<file path="config.mk">
export PLATFORM = sky130hd
export DESIGN_NAME = earliest_free_room_scheduler_core_flat
export DESIGN_NICKNAME = d
export VERILOG_FILES = /design/src/rtl/core/efrs_pkg.sv /design/src/rtl/core/efrs_item_if.sv /design/src/rtl/core/efrs_ctrl.sv /design/src/rtl/core/efrs_dp.sv /design/src/rtl/core/earliest_free_room_scheduler_core.sv /design/src/flat_wrapper.sv
export SDC_FILE = /design/constraint.sdc
export NUM_CORES = 2
export LEC_CHECK = 0
export BUFFER_PORTS_ARGS = -buffer_cell sky130_fd_sc_hd__buf_2
export CAP_MARGIN = 15
export CORE_MARGIN = 8
export CORE_UTILIZATION = 50
export CTS_BUF_LIST = sky130_fd_sc_hd__clkbuf_8
export DETAILED_ROUTE_END_ITERATION = 10
export PLACE_DENSITY = 0.65
export SYNTH_ARGS = -nofsm -noshare
export SYNTH_HDL_FRONTEND = slang
export SYNTH_HIERARCHICAL = 1
export SYNTH_SLANG_ARGS = --single-unit
</file>
<file path="constraint.sdc">
create_clock -name clk_i -period 14.8 [get_ports clk_i]
set_input_delay 0.74 -clock clk_i [delete_from_list [all_inputs] [get_ports clk_i]]
set_output_delay 0.74 -clock clk_i [all_outputs]
set_load 0.02 [all_outputs]
</file>
<file path="src/rtl/core/efrs_pkg.sv">
package efrs_pkg;

  localparam int TIME_W = 32;
  localparam int END_W  = 48;
  localparam int CNT_W  = 32;
  localparam int CFG_W  = 5;
  localparam int ROOM_W = 4;

  localparam logic [END_W-1:0] END_MAX   = '1;
  localparam logic [CFG_W-1:0] ROOMS_RST = 5'd16;

  typedef struct packed {
    logic [TIME_W-1:0] start_time;
    logic [TIME_W-1:0] end_time;
    logic              last_meeting;
  } req_t;

  typedef struct packed {
    logic [ROOM_W-1:0] assigned_room;
    logic [END_W-1:0]  scheduled_end;
    logic [ROOM_W-1:0] most_booked_room;
    logic              final_result;
  } res_t;

  typedef struct packed {
    logic load_item;
    logic scan_clr;
    logic scan_run;
    logic scan_max;
    logic upd_wr;
    logic out_load;
  } cmd_t;

  typedef struct packed {
    logic scan_done;
    logic last;
    logic out_free;
  } sts_t;

  typedef enum logic [2:0] {
    ST_IDLE,
    ST_SCAN,
    ST_UPD,
    ST_MAX,
    ST_FIN
  } state_e;

endpackage

</file>
<file path="src/rtl/core/efrs_item_if.sv">
interface efrs_item_if #(
  parameter type T = logic
);
  logic valid;
  logic ready;
  T     data;

  modport source (output valid, output data, input ready);
  modport sink (input valid, input data, output ready);
endinterface

</file>
<file path="src/rtl/core/efrs_ctrl.sv">
module efrs_ctrl (
  input  logic          clk_i,
  input  logic          rst_ni,
  input  logic          in_valid_i,
  output logic          in_ready_o,
  input  efrs_pkg::sts_t sts_i,
  output efrs_pkg::cmd_t cmd_o
);
  import efrs_pkg::*;

  state_e state_q, state_d;

  always_ff @(posedge clk_i or negedge rst_ni) begin
    if (!rst_ni) begin
      state_q <= ST_IDLE;
    end else begin
      state_q <= state_d;
    end
  end

  always_comb begin
    state_d = state_q;
    unique case (state_q)
      ST_IDLE: begin
        if (in_valid_i) state_d = ST_SCAN;
      end
      ST_SCAN: begin
        if (sts_i.scan_done) state_d = ST_UPD;
      end
      ST_UPD: begin
        state_d = sts_i.last ? ST_MAX : ST_FIN;
      end
      ST_MAX: begin
        if (sts_i.scan_done) state_d = ST_FIN;
      end
      ST_FIN: begin
        if (sts_i.out_free) state_d = ST_IDLE;
      end
      default: state_d = ST_IDLE;
    endcase
  end

  always_comb begin
    cmd_o      = '0;
    in_ready_o = 1'b0;
    unique case (state_q)
      ST_IDLE: begin
        in_ready_o      = 1'b1;
        cmd_o.load_item = in_valid_i;
        cmd_o.scan_clr  = in_valid_i;
      end
      ST_SCAN: begin
        cmd_o.scan_run = 1'b1;
      end
      ST_UPD: begin
        cmd_o.upd_wr   = 1'b1;
        cmd_o.scan_clr = 1'b1;
      end
      ST_MAX: begin
        cmd_o.scan_run = 1'b1;
        cmd_o.scan_max = 1'b1;
      end
      ST_FIN: begin
        cmd_o.out_load = sts_i.out_free;
      end
      default: begin
        cmd_o = '0;
      end
    endcase
  end

endmodule

</file>
<file path="src/rtl/core/efrs_dp.sv">
module efrs_dp #(
  parameter int ROOMS = 16
) (
  input  logic                         clk_i,
  input  logic                         rst_ni,
  input  efrs_pkg::req_t               req_i,
  input  logic                         cfg_we_i,
  input  logic [efrs_pkg::CFG_W-1:0]   cfg_data_i,
  input  efrs_pkg::cmd_t               cmd_i,
  output efrs_pkg::sts_t               sts_o,
  output efrs_pkg::res_t               res_o,
  output logic                         res_valid_o,
  input  logic                         res_ready_i
);
  import efrs_pkg::*;

  localparam int RW = (ROOMS > 1) ? $clog2(ROOMS) : 1;
  localparam int NW = $clog2(ROOMS + 1);

  logic [CFG_W-1:0]  rooms_q;
  logic [NW-1:0]     n_act, n_q;
  logic [TIME_W-1:0] start_q, dur_q;
  logic              last_q;

  logic [NW-1:0]     cnt_q;
  logic              rd_vld_q;
  logic [RW-1:0]     rd_idx_q;
  logic              rd_en;
  logic [RW-1:0]     rd_addr;

  logic [END_W-1:0]  end_mem [ROOMS];
  logic [CNT_W-1:0]  cnt_mem [ROOMS];
  logic [ROOMS-1:0]  vld_q;
  logic [END_W-1:0]  end_rd_q, e_eff;
  logic [CNT_W-1:0]  cnt_rd_q, c_eff;
  logic              ent_vld_rd_q;

  logic              found_q;
  logic [RW-1:0]     free_idx_q, min_idx_q, top_idx_q, pick_q, pick_sel;
  logic [CNT_W-1:0]  free_cnt_q, min_cnt_q, top_cnt_q, pick_cnt, cnt_inc;
  logic [END_W-1:0]  min_end_q, fin_q, begin_t, fin_d;
  logic [END_W:0]    sum;

  res_t              res_q;
  logic              out_valid_q;

  // Room count register; zero acts as one, values above ROOMS act as ROOMS.
  always_ff @(posedge clk_i or negedge rst_ni) begin
    if (!rst_ni) begin
      rooms_q <= ROOMS_RST;
    end else if (cfg_we_i) begin
      rooms_q <= cfg_data_i;
    end
  end

  always_comb begin
    if (rooms_q == '0) begin
      n_act = NW'(1);
    end else if (int'(rooms_q) > ROOMS) begin
      n_act = NW'(ROOMS);
    end else begin
      n_act = NW'(rooms_q);
    end
  end

  always_ff @(posedge clk_i) begin
    if (cmd_i.load_item) begin
      n_q     <= n_act;
      start_q <= req_i.start_time;
      dur_q   <= (req_i.end_time > req_i.start_time) ?
                 req_i.end_time - req_i.start_time : '0;
      last_q  <= req_i.last_meeting;
    end
  end

  // Scan counter: one room address issued per cycle, its data registered for the next cycle.
  assign rd_en   = cmd_i.scan_run && (cnt_q < n_q);
  assign rd_addr = cnt_q[RW-1:0];

  always_ff @(posedge clk_i or negedge rst_ni) begin
    if (!rst_ni) begin
      cnt_q    <= '0;
      rd_vld_q <= 1'b0;
    end else if (cmd_i.scan_clr) begin
      cnt_q    <= '0;
      rd_vld_q <= 1'b0;
    end else if (cmd_i.scan_run) begin
      rd_vld_q <= rd_en;
      if (rd_en) cnt_q <= cnt_q + NW'(1);
    end
  end

  always_ff @(posedge clk_i) begin
    if (rd_en) rd_idx_q <= rd_addr;
  end

  always_ff @(posedge clk_i) begin
    if (cmd_i.upd_wr) begin
      end_mem[pick_sel] <= fin_d;
      cnt_mem[pick_sel] <= cnt_inc;
    end
    if (rd_en) begin
      end_rd_q     <= end_mem[rd_addr];
      cnt_rd_q     <= cnt_mem[rd_addr];
      ent_vld_rd_q <= vld_q[rd_addr];
    end
  end

  // A room never written since the last clear reads as zero.
  assign e_eff = ent_vld_rd_q ? end_rd_q : '0;
  assign c_eff = ent_vld_rd_q ? cnt_rd_q : '0;

  always_ff @(posedge clk_i or negedge rst_ni) begin
    if (!rst_ni) begin
      vld_q <= '0;
    end else if (cmd_i.out_load && last_q) begin
      vld_q <= '0;
    end else if (cmd_i.upd_wr) begin
      vld_q[pick_sel] <= 1'b1;
    end
  end

  always_ff @(posedge clk_i or negedge rst_ni) begin
    if (!rst_ni) begin
      found_q <= 1'b0;
    end else if (cmd_i.scan_clr) begin
      found_q <= 1'b0;
    end else if (cmd_i.scan_run && rd_vld_q && !cmd_i.scan_max &&
                 (e_eff <= END_W'(start_q))) begin
      found_q <= 1'b1;
    end
  end

  always_ff @(posedge clk_i) begin
    if (cmd_i.scan_run && rd_vld_q) begin
      if (!cmd_i.scan_max) begin
        if (!found_q && (e_eff <= END_W'(start_q))) begin
          free_idx_q <= rd_idx_q;
          free_cnt_q <= c_eff;
        end
        if ((rd_idx_q == '0) || (e_eff < min_end_q)) begin
          min_idx_q <= rd_idx_q;
          min_end_q <= e_eff;
          min_cnt_q <= c_eff;
        end
      end else begin
        if ((rd_idx_q == '0) || (c_eff > top_cnt_q)) begin
          top_idx_q <= rd_idx_q;
          top_cnt_q <= c_eff;
        end
      end
    end
  end

  // Update: the first free room, else the earliest-ending one with the delay kept.
  assign pick_sel = found_q ? free_idx_q : min_idx_q;
  assign pick_cnt = found_q ? free_cnt_q : min_cnt_q;
  assign begin_t  = found_q ? END_W'(start_q) : min_end_q;
  assign sum      = {1'b0, begin_t} + (END_W + 1)'(dur_q);
  assign fin_d    = sum[END_W] ? END_MAX : sum[END_W-1:0];
  assign cnt_inc  = (pick_cnt == '1) ? pick_cnt : pick_cnt + CNT_W'(1);

  always_ff @(posedge clk_i) begin
    if (cmd_i.upd_wr) begin
      pick_q <= pick_sel;
      fin_q  <= fin_d;
    end
  end

  always_ff @(posedge clk_i) begin
    if (cmd_i.out_load) begin
      res_q.assigned_room    <= ROOM_W'(pick_q);
      res_q.scheduled_end    <= fin_q;
      res_q.most_booked_room <= last_q ? ROOM_W'(top_idx_q) : '0;
      res_q.final_result     <= last_q;
    end
  end

  always_ff @(posedge clk_i or negedge rst_ni) begin
    if (!rst_ni) begin
      out_valid_q <= 1'b0;
    end else if (cmd_i.out_load) begin
      out_valid_q <= 1'b1;
    end else if (res_ready_i) begin
      out_valid_q <= 1'b0;
    end
  end

  assign res_o       = res_q;
  assign res_valid_o = out_valid_q;

  assign sts_o.scan_done = (cnt_q == n_q) && !rd_vld_q;
  assign sts_o.last      = last_q;
  assign sts_o.out_free  = !out_valid_q || res_ready_i;

endmodule

</file>
<file path="src/rtl/core/earliest_free_room_scheduler_core.sv">
// Meeting room scheduler. Requests arrive on req_i (start_time, end_time,
// last_meeting) in non-decreasing start order; each yields one item on res_o
// with the assigned room and the scheduled end. The room count is written on
// cfg_i, which is always ready, and should only change while the block is idle.
// Each request scans the N active rooms one per cycle through the end-time
// and booking-count memories, then writes the chosen room back. A last
// request adds a second scan of the booking counts for the most-booked room,
// after which all room state reads as zero again. The next request is
// accepted as soon as a result is in the output register, even if the receiver
// has not taken it; a stalled receiver holds the result and stops the block
// only when the following result is ready. Reset empties all rooms, clears the
// output valid flag and sets the room count to 16.
module earliest_free_room_scheduler_core #(
  parameter int ROOMS = 16
) (
  input  logic              clk_i,
  input  logic              rst_ni,
  efrs_item_if.sink         req_i,
  efrs_item_if.source       res_o,
  efrs_item_if.sink         cfg_i
);
  import efrs_pkg::*;

  cmd_t cmd;
  sts_t sts;
  res_t res;
  logic res_valid;
  logic req_ready;

  assign cfg_i.ready = 1'b1;
  assign req_i.ready = req_ready;
  assign res_o.valid = res_valid;
  assign res_o.data  = res;

  efrs_ctrl u_ctrl (
    .clk_i      (clk_i),
    .rst_ni     (rst_ni),
    .in_valid_i (req_i.valid),
    .in_ready_o (req_ready),
    .sts_i      (sts),
    .cmd_o      (cmd)
  );

  efrs_dp #(
    .ROOMS (ROOMS)
  ) u_dp (
    .clk_i       (clk_i),
    .rst_ni      (rst_ni),
    .req_i       (req_i.data),
    .cfg_we_i    (cfg_i.valid),
    .cfg_data_i  (cfg_i.data),
    .cmd_i       (cmd),
    .sts_o       (sts),
    .res_o       (res),
    .res_valid_o (res_valid),
    .res_ready_i (res_o.ready)
  );

endmodule

</file>
<file path="src/flat_wrapper.sv">
// flat-port wrapper written by rule: the top's interface ports become plain ports
module earliest_free_room_scheduler_core_flat import efrs_pkg::*;
#(
  parameter int ROOMS = 16
)
  (clk_i, rst_ni, req_i_valid, req_i_data, req_i_ready, res_o_valid, res_o_data, res_o_ready, cfg_i_valid, cfg_i_data, cfg_i_ready);
  efrs_item_if #(.T(req_t)) req_i_i ();
  efrs_item_if #(.T(res_t)) res_o_i ();
  efrs_item_if #(.T(logic [CFG_W-1:0])) cfg_i_i ();
  input  logic clk_i;
  input  logic rst_ni;
  input wire logic [$bits(req_i_i.valid)-1:0] req_i_valid;
  input wire logic [$bits(req_i_i.data)-1:0] req_i_data;
  output wire logic [$bits(req_i_i.ready)-1:0] req_i_ready;
  output wire logic [$bits(res_o_i.valid)-1:0] res_o_valid;
  output wire logic [$bits(res_o_i.data)-1:0] res_o_data;
  input wire logic [$bits(res_o_i.ready)-1:0] res_o_ready;
  input wire logic [$bits(cfg_i_i.valid)-1:0] cfg_i_valid;
  input wire logic [$bits(cfg_i_i.data)-1:0] cfg_i_data;
  output wire logic [$bits(cfg_i_i.ready)-1:0] cfg_i_ready;
  assign req_i_i.valid = req_i_valid;
  assign req_i_i.data = req_i_data;
  assign req_i_ready = req_i_i.ready;
  assign res_o_valid = res_o_i.valid;
  assign res_o_data = res_o_i.data;
  assign res_o_i.ready = res_o_ready;
  assign cfg_i_i.valid = cfg_i_valid;
  assign cfg_i_i.data = cfg_i_data;
  assign cfg_i_ready = cfg_i_i.ready;
  earliest_free_room_scheduler_core #(.ROOMS(ROOMS)) u_core (.clk_i(clk_i), .rst_ni(rst_ni), .req_i(req_i_i), .res_o(res_o_i), .cfg_i(cfg_i_i));
endmodule
</file>
==> out/metrics.csv <==
metric,value,unit
Worst setup SP type,flop,
initial antenna violation count,6,
ys flop type,edfxtp_1,
Hold WC Path Type,in2reg,
port buffer count,133,
synth warn,6,
post-synthesis register bit count,1732,
total CTS buffers,296,
layout net count,4430,
initial DRC count,3873,
Core Region,0.142,mm²
"Reg clk slew, reported paths",0.06,ns
share of layout cells above drive strength 1,23.7,%
DRC viols,0,
CP endpoint kind,flop,
"Avg Cell Area, Syn",19.0,µm²
VDD IR max,0.000149,V
vias post-DR,37200,
I/O pins,135,
# clock sinks,1732,
first-pass GRT wire length,253000,µm
FMAX,181,MHz
Synth cell types,81,
"most common cell after layout, fill and taps aside",edfxtp_1,
synth-to-layout area growth,12.5,%
Final Non-Filler Cells,6264,
All-Layer GR Usage,21.9,%
buffer depth of the longest clock path,4,
crit path max fanout,39,
critical path data required time,15.37,ns
post-synthesis sequential area ratio,72.7,%
Post-Route WL,173000,µm
Leakage,27.8,nW
cells after synthesis,3753,
asr flop ratio synth,1.85,%
Die Y,394,µm
"commonest non-fill, non-tap cells in the layout","edfxtp_1, mux4_2, clkbuf_8",
placed cell area,0.0746,mm²
post-route cell area,0.0803,mm²
Slew HR,22.4,%
Final Hold Fails,0,
endpoints failing setup,0,
clk_skew,0.0538,ns
pin count of the biggest net entering global routing,96,
Post-Syn Nets,4012,
Crit Path Category,reg2reg,
pwr/cell area,208,mW/mm²
Initial DRT Pass Iterations,5,
TritonCTS clock tree,done,
Layout fillers,10700,
Reg2Reg Depth,7,
crit path DAT,6.11,ns
mapped cell area,0.0713,mm²
Max Cap Violations,0,
H-tree Lvls,5,
TNS Setup,0,ns
status,finished clean,
crit path time final,5.54,ns
Worst-Margin Slew,1.16,ns
Initial Util,50.4,%
final worst-path cycle share,37.4,%
routability-driven placement congestion ratio,0.880,
hold depth,2,
Post-CTS Resized,0,
antenna-violating nets left,0,
vias in the first global route,37500,
die width,394,µm
Clock Latency Late Sink,0.99,ns
RSZ-0062 raised after global routing,no,
WHS,0.113,ns
number of instances in the placed design,5706,
via/cell ratio,5.94,
cell row count,138,
WL/cell,27.6,µm
grt total ovfl,0,
Clock Root Buffer,clkbuf_8,
detailed placement HPWL,97600,µm
Die ar.,0.155,mm²
"Slew Viols, Final",0,
"EDFF count, synth",1700,
[what timing repair did]
action / CTS / global route
endpoints found under the hold margin: 68 / 0
buffers inserted: 0 / 0
hold buffers: 40 / 0
[power breakdown]
| part | leakage, nW | switching, mW | internal (mW) |
|---|---|---|---|
| registers | 15.9 | 0.407 | 7.30 |
| clock network | 2.97 | 1.84 | 2.01 |
| logic | 8.88 | 3.27 | 1.90 |
[synth_stat cells, types with 3 or more instances]
cell type	number	area [µm²]
a2111oi_0	6	52.6
a211o_1	3	26.3
a211oi_1	10	75.1
a21o_1	82	616
a21oi_1	113	566
a31oi_1	5	31.3
a32o_1	6	60.1
a32oi_1	6	52.6
and2_1	90	563
and3_1	9	56.3
and4_1	5	43.8
buf_1	38	143
buf_2	7	35.0
buf_4	3	22.5
clkbuf_1	94	353
dfrtp_1	31	776
edfxtp_1	1700	51000
ha_1	182	2280
inv_1	170	638
mux2_2	14	158
mux2i_1	22	220
mux4_2	405	9120
nand2_1	153	574
nand2b_1	20	125
nand3_1	43	215
nand3b_1	9	67.6
nand4_1	42	263
nor2_1	113	424
nor2b_1	25	156
nor3_1	26	130
nor3b_1	7	52.6
nor4_1	16	100
o211ai_1	5	37.5
o21a_1	25	188
o21ai_0	92	460
o21bai_1	8	60.1
o31a_1	4	35.0
o31ai_1	3	22.5
xnor2_1	57	499
xor2_1	47	412
[cells by family (layout without fill, tap and decap cells)]
kind of cell | Yosys count | after routing | share of synthesized area, %
and+or+nand+nor | 580 | 580 | 4.15
DFF | 1732 | 1732 | 72.7
buffers and inverters | 314 | 928 | 1.70
muxes | 441 | 441 | 13.3
xor gates and xnor gates | 104 | 104 | 1.28
AOI/OAI and AO/OA | 397 | 397 | 3.60
adders and majority gates | 184 | 184 | 3.25
other | 1 | 8 | 0.00526
[metrics by stage]
stage                     util (%)  setup slack [ns]  total power [mW]
after floorplan                  -              2.21              11.2
after global placement        52.6              9.37              12.9
after detailed placement      52.7              9.29              13.0
after CTS                     56.6              9.25              16.8
after global routing          56.7              8.96              17.6
final                         56.7              9.26              16.7
[worst max-delay path: stages, from the launching register on]
cell and delay (ns):
dfrtp_1 0.51, nor2b_1 0.27, nor2b_4 0.68, buf_4 0.83, nand3_1 0.53, nor2_4 0.73
buf_4 0.70, buf_4 0.72
[worst paths after layout]
| path | slack, ns | startpoint | end |
|---|---|---|---|
| worst max-delay path | 9.26 | u_core/u_ctrl/state_q[1] | u_core/u_dp/cnt_mem[3][21] |
| worst min-delay path | 0.11 | cfg_i_valid | u_core/u_dp/rooms_q[1] |
| worst max register to register | 9.26 | u_core/u_ctrl/state_q[1] | u_core/u_dp/cnt_mem[3][21] |
| worst min register to register | 0.41 | u_core/u_dp/fin_q[31] | u_core/u_dp/res_o[36] |
| max in group asynchronous | 13.54 | rst_ni | u_core/u_dp/cnt_q[2] |
| min in group asynchronous | 0.62 | rst_ni | u_core/u_dp/found_q |
[layout make-up]
| cell class | count | area [µm²] | share of cell area [%] |
|---|---|---|---|
| antenna | 7 | 17.5 | 0.0218 |
| clock buffer | 307 | 4230 | 5.26 |
| clock inverter | 187 | 911 | 1.13 |
| inverter | 170 | 638 | 0.795 |
| tap | 1890 | 2360 | 2.95 |
| multi-input combinational | 1707 | 18500 | 23.0 |
| timing repair buffer | 264 | 1770 | 2.20 |
| sequential | 1732 | 51900 | 64.6 |
[registers in the layout, indices dropped and copies added, names as in the netlist, 32 cells and up]
signal,count
u_core/u_dp/cnt_mem,512
u_core/u_dp/cnt_rd_q,32
u_core/u_dp/dur_q,32
u_core/u_dp/end_mem,768
u_core/u_dp/end_rd_q,48
u_core/u_dp/fin_q,48
u_core/u_dp/free_cnt_q,32
u_core/u_dp/min_cnt_q,32
u_core/u_dp/min_end_q,48
u_core/u_dp/res_o,57
u_core/u_dp/start_q,32
u_core/u_dp/top_cnt_q,32
[routing by layer]
metal  track usage [%]  vias up  share of wire [%]
li1                  -    16000                  -
met3              4.64      219                7.7
met1              32.1    19500                 44
met5                 0        -                  0
met4              5.07        0                1.7
met2              34.2     1486                 47
(Power assumes the default switching activity.)
